[src/sv/q8gsd_pkg.sv]
// shared types, constants and float helpers for the q8 group scaled dot product unit
// no dependencies; used by q8gsd_fma_unit and the top level
`timescale 1ns / 1ps

package q8gsd_pkg;

    localparam int GROUP_K_DEF    = 32;
    localparam int MAX_GROUPS_DEF = 1024;
    localparam int CFG_W          = 11;
    localparam int FP_W           = 32;
    localparam int MAG_W          = 24;
    // alignment window: beyond this exponent gap the smaller operand is only sticky
    localparam int ALIGN_D        = 80;
    localparam int ACC_W          = 2 * MAG_W + ALIGN_D + 2;
    localparam int SH_W           = $clog2(ALIGN_D + 1);
    localparam int EXP_W          = 12;
    localparam logic [FP_W-1:0] CANON_NAN = 32'h7FC0_0000;
    // register index of groups_in_row
    localparam logic REG_GROUPS_IN_ROW = 1'b0;

    typedef logic signed [EXP_W-1:0] t_exp;

    // unpacked operand: value = m * 2^e
    typedef struct packed {
        logic             s;
        logic [MAG_W-1:0] m;
        t_exp             e;
        logic             inf;
        logic             nan;
        logic             zero;
    } t_fp_unp;

    // request to the shared unit: round(a * b + c)
    typedef struct packed {
        logic [FP_W-1:0] a;
        t_fp_unp         b;
        logic [FP_W-1:0] c;
    } t_fma_req;

    typedef struct packed {
        logic busy;
        logic done;
    } t_unit_stat;

    function automatic t_fp_unp fp_unpack(input logic [FP_W-1:0] x);
        t_fp_unp u;
        u.s    = x[31];
        u.m    = {|x[30:23], x[22:0]};
        u.e    = (x[30:23] == 8'd0) ? t_exp'(-149)
                                    : t_exp'({4'b0000, x[30:23]}) - t_exp'(150);
        u.inf  = (&x[30:23]) & ~(|x[22:0]);
        u.nan  = (&x[30:23]) & (|x[22:0]);
        u.zero = ~(|x[30:0]);
        return u;
    endfunction

endpackage

[src/sv/q8gsd_fma_unit.sv]
// shared binary32 multiply-add unit, result = round(a * b + c) with one rounding
// depends on q8gsd_pkg; one step of a small sequencer per cycle
`timescale 1ns / 1ps

module q8gsd_fma_unit (
    input  logic                       i_clk,
    input  logic                       i_rst_n,
    input  logic                       i_start,
    input  q8gsd_pkg::t_fma_req        i_req,
    output q8gsd_pkg::t_unit_stat      o_stat,
    output logic [q8gsd_pkg::FP_W-1:0] o_result
);

    localparam int AW = q8gsd_pkg::ACC_W;
    localparam int MW = q8gsd_pkg::MAG_W;

    typedef enum logic [5:0] {
        U_IDLE   = 6'b000001,
        U_MUL    = 6'b000010,
        U_ALIGN  = 6'b000100,
        U_NORM   = 6'b001000,
        U_DENORM = 6'b010000,
        U_ROUND  = 6'b100000
    } t_ustate;

    t_ustate               r_state;
    logic                  r_done;
    logic [31:0]           r_res;
    q8gsd_pkg::t_fp_unp    r_a, r_b, r_c;
    logic [2*MW-1:0]       r_mp;
    q8gsd_pkg::t_exp       r_ep;
    logic                  r_sp;
    logic                  r_pz;
    logic [AW-1:0]         r_n;
    logic                  r_sign;
    q8gsd_pkg::t_exp       r_be;

    // special operand handling
    logic sp, p_inf, p_zero, is_nan;
    always_comb begin
        sp     = r_a.s ^ r_b.s;
        p_inf  = r_a.inf | r_b.inf;
        p_zero = r_a.zero | r_b.zero;
        is_nan = r_a.nan | r_b.nan | r_c.nan | (r_a.inf & r_b.zero) | (r_b.inf & r_a.zero)
                 | (p_inf & r_c.inf & (sp != r_c.s));
    end

    // alignment and exact signed add
    logic                  big_is_p, small_zero, clamp, sbig, ssmall;
    q8gsd_pkg::t_exp       ebig, esmall, gap, eres, be0;
    logic [2*MW-1:0]       mbig, msmall, ms;
    logic [q8gsd_pkg::SH_W-1:0] dd;
    logic [AW-1:0]         big_sh, sum_same, sum_diff, mag;
    logic                  sum_sign;
    always_comb begin
        big_is_p   = r_c.zero | (~r_pz & (r_ep >= r_c.e));
        ebig       = big_is_p ? r_ep : r_c.e;
        esmall     = big_is_p ? r_c.e : r_ep;
        mbig       = big_is_p ? r_mp : (2*MW)'(r_c.m);
        msmall     = big_is_p ? (2*MW)'(r_c.m) : r_mp;
        sbig       = big_is_p ? r_sp : r_c.s;
        ssmall     = big_is_p ? r_c.s : r_sp;
        small_zero = big_is_p ? r_c.zero : r_pz;
        gap        = ebig - esmall;
        clamp      = ~small_zero & (gap > q8gsd_pkg::t_exp'(q8gsd_pkg::ALIGN_D));
        if (small_zero) begin
            dd = '0;
        end else if (clamp) begin
            dd = q8gsd_pkg::SH_W'(q8gsd_pkg::ALIGN_D);
        end else begin
            dd = gap[q8gsd_pkg::SH_W-1:0];
        end
        ms       = clamp ? (2*MW)'(1) : msmall;
        big_sh   = AW'(mbig) << dd;
        sum_same = big_sh + AW'(ms);
        sum_diff = big_sh - AW'(ms);
        if (sbig == ssmall) begin
            mag      = sum_same;
            sum_sign = sbig;
        end else if (sum_diff[AW-1]) begin
            mag      = -sum_diff;
            sum_sign = ssmall;
        end else begin
            mag      = sum_diff;
            sum_sign = sbig;
        end
        eres = ebig - q8gsd_pkg::t_exp'(dd);
        be0  = eres + q8gsd_pkg::t_exp'(AW - 1 + 127);
    end

    // round to nearest even at the binary32 boundary
    logic [MW-1:0]   rm;
    logic            rg, rst, rinc;
    logic [MW:0]     rm1;
    logic [MW-1:0]   rmant;
    q8gsd_pkg::t_exp rbe;
    logic [31:0]     rword;
    always_comb begin
        rm    = r_n[AW-1 -: MW];
        rg    = r_n[AW-1-MW];
        rst   = |r_n[AW-2-MW:0];
        rinc  = rg & (rst | rm[0]);
        rm1   = {1'b0, rm} + (MW+1)'(rinc);
        rmant = rm1[MW] ? rm1[MW:1] : rm1[MW-1:0];
        rbe   = rm1[MW] ? r_be + q8gsd_pkg::t_exp'(1) : r_be;
        if (rbe >= q8gsd_pkg::t_exp'(255)) begin
            rword = {r_sign, 8'hFF, 23'd0};
        end else begin
            rword = {r_sign, rmant[MW-1] ? rbe[7:0] : 8'd0, rmant[MW-2:0]};
        end
    end

    // sequencer
    always_ff @(posedge i_clk) begin
        if (!i_rst_n) begin
            r_state <= U_IDLE;
            r_done  <= 1'b0;
        end else begin
            r_done <= 1'b0;
            unique case (r_state)
                U_IDLE: begin
                    if (i_start) begin
                        r_state <= U_MUL;
                    end
                end
                U_MUL: begin
                    if (is_nan || p_inf || r_c.inf || (p_zero && r_c.zero)) begin
                        r_state <= U_IDLE;
                        r_done  <= 1'b1;
                    end else begin
                        r_state <= U_ALIGN;
                    end
                end
                U_ALIGN: begin
                    if (mag == '0) begin
                        r_state <= U_IDLE;
                        r_done  <= 1'b1;
                    end else begin
                        r_state <= U_NORM;
                    end
                end
                U_NORM: begin
                    if (r_n[AW-1]) begin
                        r_state <= U_DENORM;
                    end
                end
                U_DENORM: begin
                    if (r_be >= q8gsd_pkg::t_exp'(1)) begin
                        r_state <= U_ROUND;
                    end
                end
                U_ROUND: begin
                    r_state <= U_IDLE;
                    r_done  <= 1'b1;
                end
                default: r_state <= U_IDLE;
            endcase
        end
    end

    // datapath
    always_ff @(posedge i_clk) begin
        unique case (r_state)
            U_IDLE: begin
                if (i_start) begin
                    r_a <= q8gsd_pkg::fp_unpack(i_req.a);
                    r_b <= i_req.b;
                    r_c <= q8gsd_pkg::fp_unpack(i_req.c);
                end
            end
            U_MUL: begin
                r_mp <= r_a.m * r_b.m;
                r_ep <= r_a.e + r_b.e;
                r_sp <= sp;
                r_pz <= p_zero;
                if (is_nan) begin
                    r_res <= q8gsd_pkg::CANON_NAN;
                end else if (p_inf || r_c.inf) begin
                    r_res <= {p_inf ? sp : r_c.s, 8'hFF, 23'd0};
                end else begin
                    r_res <= {sp & r_c.s, 31'd0};
                end
            end
            U_ALIGN: begin
                r_n    <= mag;
                r_sign <= sum_sign;
                r_be   <= be0;
                r_res  <= '0;
            end
            U_NORM: begin
                if (r_n[AW-1 -: 8] == 8'd0) begin
                    r_n  <= r_n << 8;
                    r_be <= r_be - q8gsd_pkg::t_exp'(8);
                end else if (!r_n[AW-1]) begin
                    r_n  <= r_n << 1;
                    r_be <= r_be - q8gsd_pkg::t_exp'(1);
                end
            end
            U_DENORM: begin
                if (r_be <= q8gsd_pkg::t_exp'(-7)) begin
                    r_n  <= {8'd0, r_n[AW-1:9], r_n[8] | (|r_n[7:0])};
                    r_be <= r_be + q8gsd_pkg::t_exp'(8);
                end else if (r_be < q8gsd_pkg::t_exp'(1)) begin
                    r_n  <= {1'b0, r_n[AW-1:2], r_n[1] | r_n[0]};
                    r_be <= r_be + q8gsd_pkg::t_exp'(1);
                end
            end
            U_ROUND: begin
                r_res <= rword;
            end
            default: begin
                r_res <= r_res;
            end
        endcase
    end

    assign o_stat.busy = (r_state != U_IDLE);
    assign o_stat.done = r_done;
    assign o_result    = r_res;

endmodule

[src/sv/q8_group_scaled_dot_product_unit.sv]
// a non-final item of a group is summed as it is taken; the last item of a group holds
// the input while the shared multiply-add runs (one- and eight-bit normalising steps);
// the last item of a row also waits for the weight scaling and the load of the output register
// throughput: one item per cycle in a group; stalls for the shared unit and the output load
// reset: synchronous active low, clears sums, counters, accumulator and groups_in_row = 1
// top level; depends on q8gsd_pkg and q8gsd_fma_unit
`timescale 1ns / 1ps

module q8_group_scaled_dot_product_unit #(
    parameter int GROUP_K    = q8gsd_pkg::GROUP_K_DEF,
    parameter int MAX_GROUPS = q8gsd_pkg::MAX_GROUPS_DEF
) (
    input  logic         i_clk,
    input  logic         i_rst_n,
    // act_0..act_3 [31:0], wgt_0..wgt_3 [63:32], group_act_scale [95:64],
    // lane_weight_scale [127:96]
    input  logic [127:0] s_axis_tdata,
    input  logic         s_axis_tvalid,
    output logic         s_axis_tready,
    // dot_result [31:0]
    output logic [31:0]  m_axis_tdata,
    output logic         m_axis_tvalid,
    input  logic         m_axis_tready,
    input  logic         psel,
    input  logic         penable,
    input  logic         pwrite,
    input  logic [2:0]   paddr,
    input  logic [31:0]  pwdata,
    output logic [31:0]  prdata,
    output logic         pready
);

    localparam int SUM_W = $clog2(GROUP_K) + 16;
    localparam int ITEMS = GROUP_K / 4;
    localparam int IW    = (ITEMS > 1) ? $clog2(ITEMS) : 1;
    localparam int GW    = $clog2(MAX_GROUPS + 1);
    localparam int CW    = ((GW > q8gsd_pkg::CFG_W) ? GW : q8gsd_pkg::CFG_W) + 1;

    typedef enum logic [3:0] {
        S_IDLE = 4'b0001,
        S_FMA  = 4'b0010,
        S_MUL  = 4'b0100,
        S_OUT  = 4'b1000
    } t_state;

    t_state                        r_state;
    logic [q8gsd_pkg::CFG_W-1:0]   r_cfg;
    logic signed [SUM_W-1:0]       r_sum;
    logic [IW-1:0]                 r_item;
    logic [GW-1:0]                 r_gcnt;
    logic [31:0]                   r_acc;
    logic [31:0]                   r_wscale;
    logic                          r_row_end;
    logic [31:0]                   r_hold;
    logic                          r_out_valid;
    logic [31:0]                   r_out_data;

    q8gsd_pkg::t_fma_req   unit_req;
    q8gsd_pkg::t_unit_stat unit_stat;
    logic [31:0]           unit_res;
    logic                  unit_start;

    // configuration port
    logic cfg_wr;
    assign cfg_wr = psel & penable & pwrite & (paddr[2] == q8gsd_pkg::REG_GROUPS_IN_ROW);
    assign pready = 1'b1;
    assign prdata = (paddr[2] == q8gsd_pkg::REG_GROUPS_IN_ROW)
                    ? {{(32 - q8gsd_pkg::CFG_W){1'b0}}, r_cfg} : 32'd0;

    // effective group target, zero taken as one and clamped to the maximum
    logic [CW-1:0] tgt, gnext;
    always_comb begin
        if (r_cfg == '0) begin
            tgt = CW'(1);
        end else if (CW'(r_cfg) > CW'(MAX_GROUPS)) begin
            tgt = CW'(MAX_GROUPS);
        end else begin
            tgt = CW'(r_cfg);
        end
        gnext = CW'(r_gcnt) + CW'(1);
    end

    // four exact int8 products of the incoming transaction
    logic signed [15:0]      prod [4];
    logic signed [SUM_W-1:0] dot, n_sum;
    logic [SUM_W-1:0]        n_mag;
    always_comb begin
        for (int i = 0; i < 4; i++) begin
            prod[i] = $signed(s_axis_tdata[8*i +: 8]) * $signed(s_axis_tdata[32 + 8*i +: 8]);
        end
        dot   = SUM_W'(prod[0]) + SUM_W'(prod[1]) + SUM_W'(prod[2]) + SUM_W'(prod[3]);
        n_sum = r_sum + dot;
        n_mag = n_sum[SUM_W-1] ? SUM_W'(-n_sum) : SUM_W'(n_sum);
    end

    logic in_acc, last_item;
    assign s_axis_tready = (r_state == S_IDLE);
    assign in_acc        = s_axis_tvalid & s_axis_tready;
    assign last_item     = (r_item == IW'(ITEMS - 1));

    // request to the shared unit: group fma or final weight scaling
    always_comb begin
        unit_start = 1'b0;
        if (r_state == S_IDLE) begin
            unit_req.a      = s_axis_tdata[95:64];
            unit_req.b.s    = n_sum[SUM_W-1];
            unit_req.b.m    = q8gsd_pkg::MAG_W'(n_mag);
            unit_req.b.e    = '0;
            unit_req.b.inf  = 1'b0;
            unit_req.b.nan  = 1'b0;
            unit_req.b.zero = (n_sum == '0);
            unit_req.c      = r_acc;
            unit_start      = in_acc & last_item;
        end else begin
            unit_req.a = r_wscale;
            unit_req.b = q8gsd_pkg::fp_unpack(unit_res);
            unit_req.c = {r_wscale[31] ^ unit_res[31], 31'd0};
            unit_start = (r_state == S_FMA) & unit_stat.done & r_row_end;
        end
    end

    q8gsd_fma_unit u_fma (
        .i_clk    (i_clk),
        .i_rst_n  (i_rst_n),
        .i_start  (unit_start),
        .i_req    (unit_req),
        .o_stat   (unit_stat),
        .o_result (unit_res)
    );

    // item, group and row sequencing
    always_ff @(posedge i_clk) begin
        if (!i_rst_n) begin
            r_state     <= S_IDLE;
            r_cfg       <= q8gsd_pkg::CFG_W'(1);
            r_sum       <= '0;
            r_item      <= '0;
            r_gcnt      <= '0;
            r_acc       <= '0;
            r_row_end   <= 1'b0;
            r_out_valid <= 1'b0;
        end else begin
            if (cfg_wr) begin
                r_cfg <= pwdata[q8gsd_pkg::CFG_W-1:0];
            end
            if (r_out_valid && m_axis_tready && r_state != S_OUT) begin
                r_out_valid <= 1'b0;
            end
            unique case (r_state)
                S_IDLE: begin
                    if (in_acc) begin
                        if (last_item) begin
                            r_sum     <= '0;
                            r_item    <= '0;
                            r_row_end <= (gnext >= tgt);
                            r_state   <= S_FMA;
                        end else begin
                            r_sum  <= n_sum;
                            r_item <= r_item + IW'(1);
                        end
                    end
                end
                S_FMA: begin
                    if (unit_stat.done) begin
                        if (r_row_end) begin
                            r_acc   <= '0;
                            r_gcnt  <= '0;
                            r_state <= S_MUL;
                        end else begin
                            r_acc   <= unit_res;
                            r_gcnt  <= gnext[GW-1:0];
                            r_state <= S_IDLE;
                        end
                    end
                end
                S_MUL: begin
                    if (unit_stat.done) begin
                        r_state <= S_OUT;
                    end
                end
                S_OUT: begin
                    if (!r_out_valid || m_axis_tready) begin
                        r_out_valid <= 1'b1;
                        r_state     <= S_IDLE;
                    end
                end
                default: r_state <= S_IDLE;
            endcase
        end
    end

    // payload registers
    always_ff @(posedge i_clk) begin
        if (in_acc && last_item) begin
            r_wscale <= s_axis_tdata[127:96];
        end
        if (r_state == S_MUL && unit_stat.done) begin
            r_hold <= unit_res;
        end
        if (r_state == S_OUT && (!r_out_valid || m_axis_tready)) begin
            r_out_data <= r_hold;
        end
    end

    assign m_axis_tdata  = r_out_data;
    assign m_axis_tvalid = r_out_valid;

`ifndef ASSERT_OFF
    a_done_when_waiting: assert property (@(posedge i_clk) disable iff (!i_rst_n)
        unit_stat.done |-> (r_state == S_FMA || r_state == S_MUL))
        else $error("shared unit finished with no operation outstanding");

    a_ready_unit_idle: assert property (@(posedge i_clk) disable iff (!i_rst_n)
        s_axis_tready |-> !unit_stat.busy)
        else $error("input ready while the shared unit is busy");

    a_start_only_idle: assert property (@(posedge i_clk) disable iff (!i_rst_n)
        unit_start |-> !unit_stat.busy)
        else $error("shared unit started while busy");

    a_item_range: assert property (@(posedge i_clk) disable iff (!i_rst_n)
        r_item <= IW'(ITEMS - 1))
        else $error("item counter past end of group");

    a_out_load_free: assert property (@(posedge i_clk) disable iff (!i_rst_n)
        (r_state == S_OUT && !r_out_valid) |=> r_out_valid)
        else $error("free output register not loaded");
`endif

endmodule
[config.mk]
export PLATFORM = sky130hd
export DESIGN_NAME = q8_group_scaled_dot_product_unit
export DESIGN_NICKNAME = d
export VERILOG_FILES = /design/src/sv/q8gsd_pkg.sv /design/src/sv/q8gsd_fma_unit.sv /design/src/sv/q8_group_scaled_dot_product_unit.sv
export SDC_FILE = /design/constraint.sdc
export NUM_CORES = 2
export LEC_CHECK = 0
export BUFFER_PORTS_ARGS = -buffer_cell sky130_fd_sc_hd__buf_2
export CAP_MARGIN = 10
export CELL_PAD_IN_SITES_DETAIL_PLACEMENT = 1
export CELL_PAD_IN_SITES_GLOBAL_PLACEMENT = 1
export CORE_MARGIN = 2
export CORE_UTILIZATION = 30
export DETAILED_ROUTE_END_ITERATION = 8
export GPL_ROUTABILITY_DRIVEN = 0
export GPL_TIMING_DRIVEN = 0
export HOLD_SLACK_MARGIN = 0.03
export PLACE_DENSITY_LB_ADDON = 0.1
export SLEW_MARGIN = 20
export SYNTH_ARGS = -nofsm -noshare
export SYNTH_HDL_FRONTEND = slang
export SYNTH_SLANG_ARGS = --single-unit
[constraint.sdc]
create_clock -name i_clk -period 18.3 [get_ports i_clk]
set_input_delay 1.83 -clock i_clk [delete_from_list [all_inputs] [get_ports i_clk]]
set_output_delay 1.83 -clock i_clk [all_outputs]
set_load 0.02 [all_outputs]
==> results.json <==
{
  "fin_nets": 11878,
  "layout_min_cycle_time_ns": 18.29,
  "grt_max_degree": 51,
  "max_freq_mhz": 54.68,
  "numClockSinks": 535,
  "dp_hpwl_microns": 384800,
  "stdcell_count": 14185,
  "tns_ns": 0,
  "drt_wl_total_microns": 469100,
  "place_ws_ns": -8.775,
  "yosysTopAreaCell": "fa_1",
  "synth_area_sq_um": 83690,
  "grtUsageTotal": 0.3209,
  "cp_num_buf_inv": 19,
  "worst_setup_path_end_kind": "flip-flop",
  "num_rows": 193,
  "clk_pin_slew_worst_paths_ns": 0.06,
  "syn_inst": 10064,
  "setup_viol": 0,
  "synth_flop_cell": "edfxtp_1",
  "slew_headroom": 0.06144,
  "final_area_sq_um": 93870,
  "drtIter0Drc": 10186,
  "drive_gt1_frac": 0.09325,
  "wl_per_cell_microns": 33.07,
  "h-tree-depth": 3,
  "overflow": 0,
  "violations": "design-rule violations",
  "synthArstFlopShare": 0,
  "synth_edf_count": 444,
  "synth_cell_types": 137,
  "cts-root-buf": "clkbuf_16",
  "hold_viol_final": 0,
  "coreArea_sq_um": 277000,
  "finalWorstSetupSlack_ns": 0.01159,
  "cp-start-kind": "flip-flop",
  "io_buffers": 185,
  "maxSlewViolCount": 0,
  "insertion_delay_ns": 0.71,
  "p_leak_uw": 0.03868,
  "drtPass1Iterations": 9,
  "die-area_sq_um": 283200,
  "maxCapViolCount": 0,
  "cts_buffers": 72,
  "drc": 10,
  "die_w_microns": 532.2,
  "initial_core_util": 0.3021,
  "status": "finished with violations",
  "crit_type": "reg -> reg",
  "yosys.area.top_type_share": 0.2048,
  "slowest_delay_ns": 0.67,
  "pin_count": 237,
  "drtAntennaViolNets": 0,
  "skew_ns": 0.06275,
  "yosysWarnings": 0,
  "n_fill_cell": 32984,
  "grt_pass1_wl_microns": 658400,
  "cpMostUsedCell": "buf_4",
  "cts_tree": "built",
  "cp_slowest_cell": "clkbuf_1",
  "hold_path.class": "reg -> reg",
  "synth_most_common_cell": "nand2_1",
  "fin_crit_sh": 0.9994,
  "yosys-top-cells-area": "fa_1 (20%), edfxtp_1 (16%), ha_1 (6.6%)",
  "post_dp_cell_area_sq_um": 90020,
  "clockBufferDepth": 3,
  "crit_required_ns": 18.86,
  "num_vias": 84866,
  "path_delay_family": "compound AO/OA/AOI/OAI gates",
  "grt_pass1_vias": 86988,
  "syn_area_per_cell_sq_um": 8.315,
  "tightestPinTransition_ns": 1.408,
  "vdd_ir_drop_max_v": 0.0009654,
  "critPathMaxFanout": 19,
  "syn_to_final_growth_pct": 12.17,
  "viasPerCell": 5.983,
  "dp.cells": 14000,
  "die_h_microns": 532.2,
  "worst_ep_arrival_time_ns": 18.85,
  "antenna_found_initial": 34,
  "cts_hold_buffers": 0,
  "power.density_nw_per_um2": 211.0,
  "ys_ff_latch": 535,
  "synth_commonest_cells": "nand2_1 (1293), inv_1 (1125), fa_1 (856)",
  "ys_seq_area_frac": 0.1811,
  "r2r_slack_ns": 0.01
}
==> state kept, by name, indices dropped and copies added, names as in the netlist <==
signal,cells
u_fma.r_n,130
u_fma.r_a,37
u_fma.r_c,37
u_fma.r_b,37
r_sum,21
r_acc,32
m_axis_tvalid,1
u_fma.r_sign,1
r_wscale,32
u_fma.r_mp,48
u_fma.r_be,12
r_gcnt,11
r_cfg,11
m_axis_tdata,32
r_item,3
r_hold,32
u_fma.r_sp,1
u_fma.o_result,32
r_state,4
u_fma.r_pz,1
u_fma.r_done,1
r_row_end,1
u_fma.r_ep,12
u_fma.r_state,6
==> area by class of cell <==
type / instances / area [sq um] / share of cell area
Antenna cell: 14 / 35.03 / 0.0003732
Clock buffer: 90 / 1889 / 0.02013
Tap cell: 3705 / 4636 / 0.04938
Timing Repair Buffer: 266 / 1809 / 0.01927
Clock inverter: 39 / 470.5 / 0.005012
Inverter: 1133 / 4258 / 0.04536
Sequential cell: 535 / 15150 / 0.1614
Multi-Input combinational cell: 7817 / 62980 / 0.6709
Buffer: 586 / 2641 / 0.02814
==> power breakdown <==
part / total (uW) / internal (uW) / switching, uW
registers: 2120 / 2110 / 10.2
logic: 16200 / 6400 / 9830
clock network: 1450 / 852 / 596
==> cell usage in the layout, fill, tap and decap left out, types with 72 or more instances in the layout <==
cell type / Yosys / layout
nand2_1: 1293 / 1289
inv_1: 1125 / 1123
fa_1: 856 / 856
nor2_1: 657 / 646
a21oi_1: 472 / 458
edfxtp_1: 444 / 444
ha_1: 441 / 441
clkbuf_1: 445 / 407
and2_1: 399 / 398
o21ai_0: 410 / 391
xnor2_1: 262 / 253
nand3_1: 255 / 251
buf_2: 55 / 238
nor3_1: 232 / 216
nor2b_1: 143 / 140
mux2i_1: 142 / 139
nor4_1: 137 / 124
mux2_2: 109 / 109
a222oi_1: 108 / 108
buf_4: 34 / 103
xor2_1: 103 / 102
a31oi_1: 99 / 95
and3_1: 96 / 92
dfxtp_1: 91 / 91
nand4_1: 89 / 89
o211ai_1: 87 / 87
a22oi_1: 77 / 75
nand2b_1: 75 / 73
a21o_1: 72 / 72
clkbuf_16: 0 / 72
==> routing by layer <==
| layer | GRT usage | vias up | share of wire |
|---|---|---|---|
| met2 | 0.5016 | 4619 | 0.44 |
| li1 | - | 35661 | - |
| met5 | 0 | - | 0.00033 |
| met1 | 0.4044 | 43220 | 0.40 |
| met4 | 0.1940 | 24 | 0.073 |
| met3 | 0.06871 | 1342 | 0.086 |
==> kinds of logic after synthesis <==
| kind of cell | synth area share |
|---|---|
| adder cells (fa/ha/maj) | 0.2707 |
| flip-flops | 0.1811 |
| AND/OR/NAND/NOR | 0.2209 |
| multiplexers | 0.03235 |
| XOR/XNOR | 0.03820 |
| AO/OA/AOI/OAI | 0.1759 |
| other | 0.00008974 |
| buffers and inverters | 0.08075 |
==> path summary, 6_finish.rpt <==
check / start / to / cells after the start
worst max register to register: u_fma.r_ep[2] / u_fma.r_done / 66
worst min-delay path: r_hold[13] / m_axis_tdata[13] / 0
worst max-delay path: u_fma.r_ep[2] / u_fma.r_done / 66
worst min register to register: r_hold[13] / m_axis_tdata[13] / 0
==> worst reg2reg max path: cells and delay by family (launching register included) <==
kind | cells | cell delay (ns)
buffers and inverters | 19 | 5.28
adder cells (fa/ha/maj) | 3 | 1.05
AND/OR/NAND/NOR | 16 | 4.07
flip-flops | 1 | 0.52
AO/OA/AOI/OAI | 27 | 6.88
XOR/XNOR | 1 | 0.34
==> timing repair <==
| item | 4_1_cts | 5_1_grt |
|---|---|---|
| setup buffers | 25 | 24 |
| gates resized for setup | 181 | 80 |
| pin swaps | 13 | 13 |
| setup endpoints to repair | 133 | 27 |
==> through the flow <==
stage,utilization,power [uW],hold slack (ns)
6_report,0.3389,19810,0.3892
5_1_grt,0.3388,21160,0.3994
4_1_cts,0.3365,20320,0.3908
3_5_place_dp,0.3250,18780,0.4059
3_3_place_gp,0.3225,18920,0.4065
2_1_floorplan,-,17080,0.4003
Note: power is estimated with default switching activity, not from simulation.
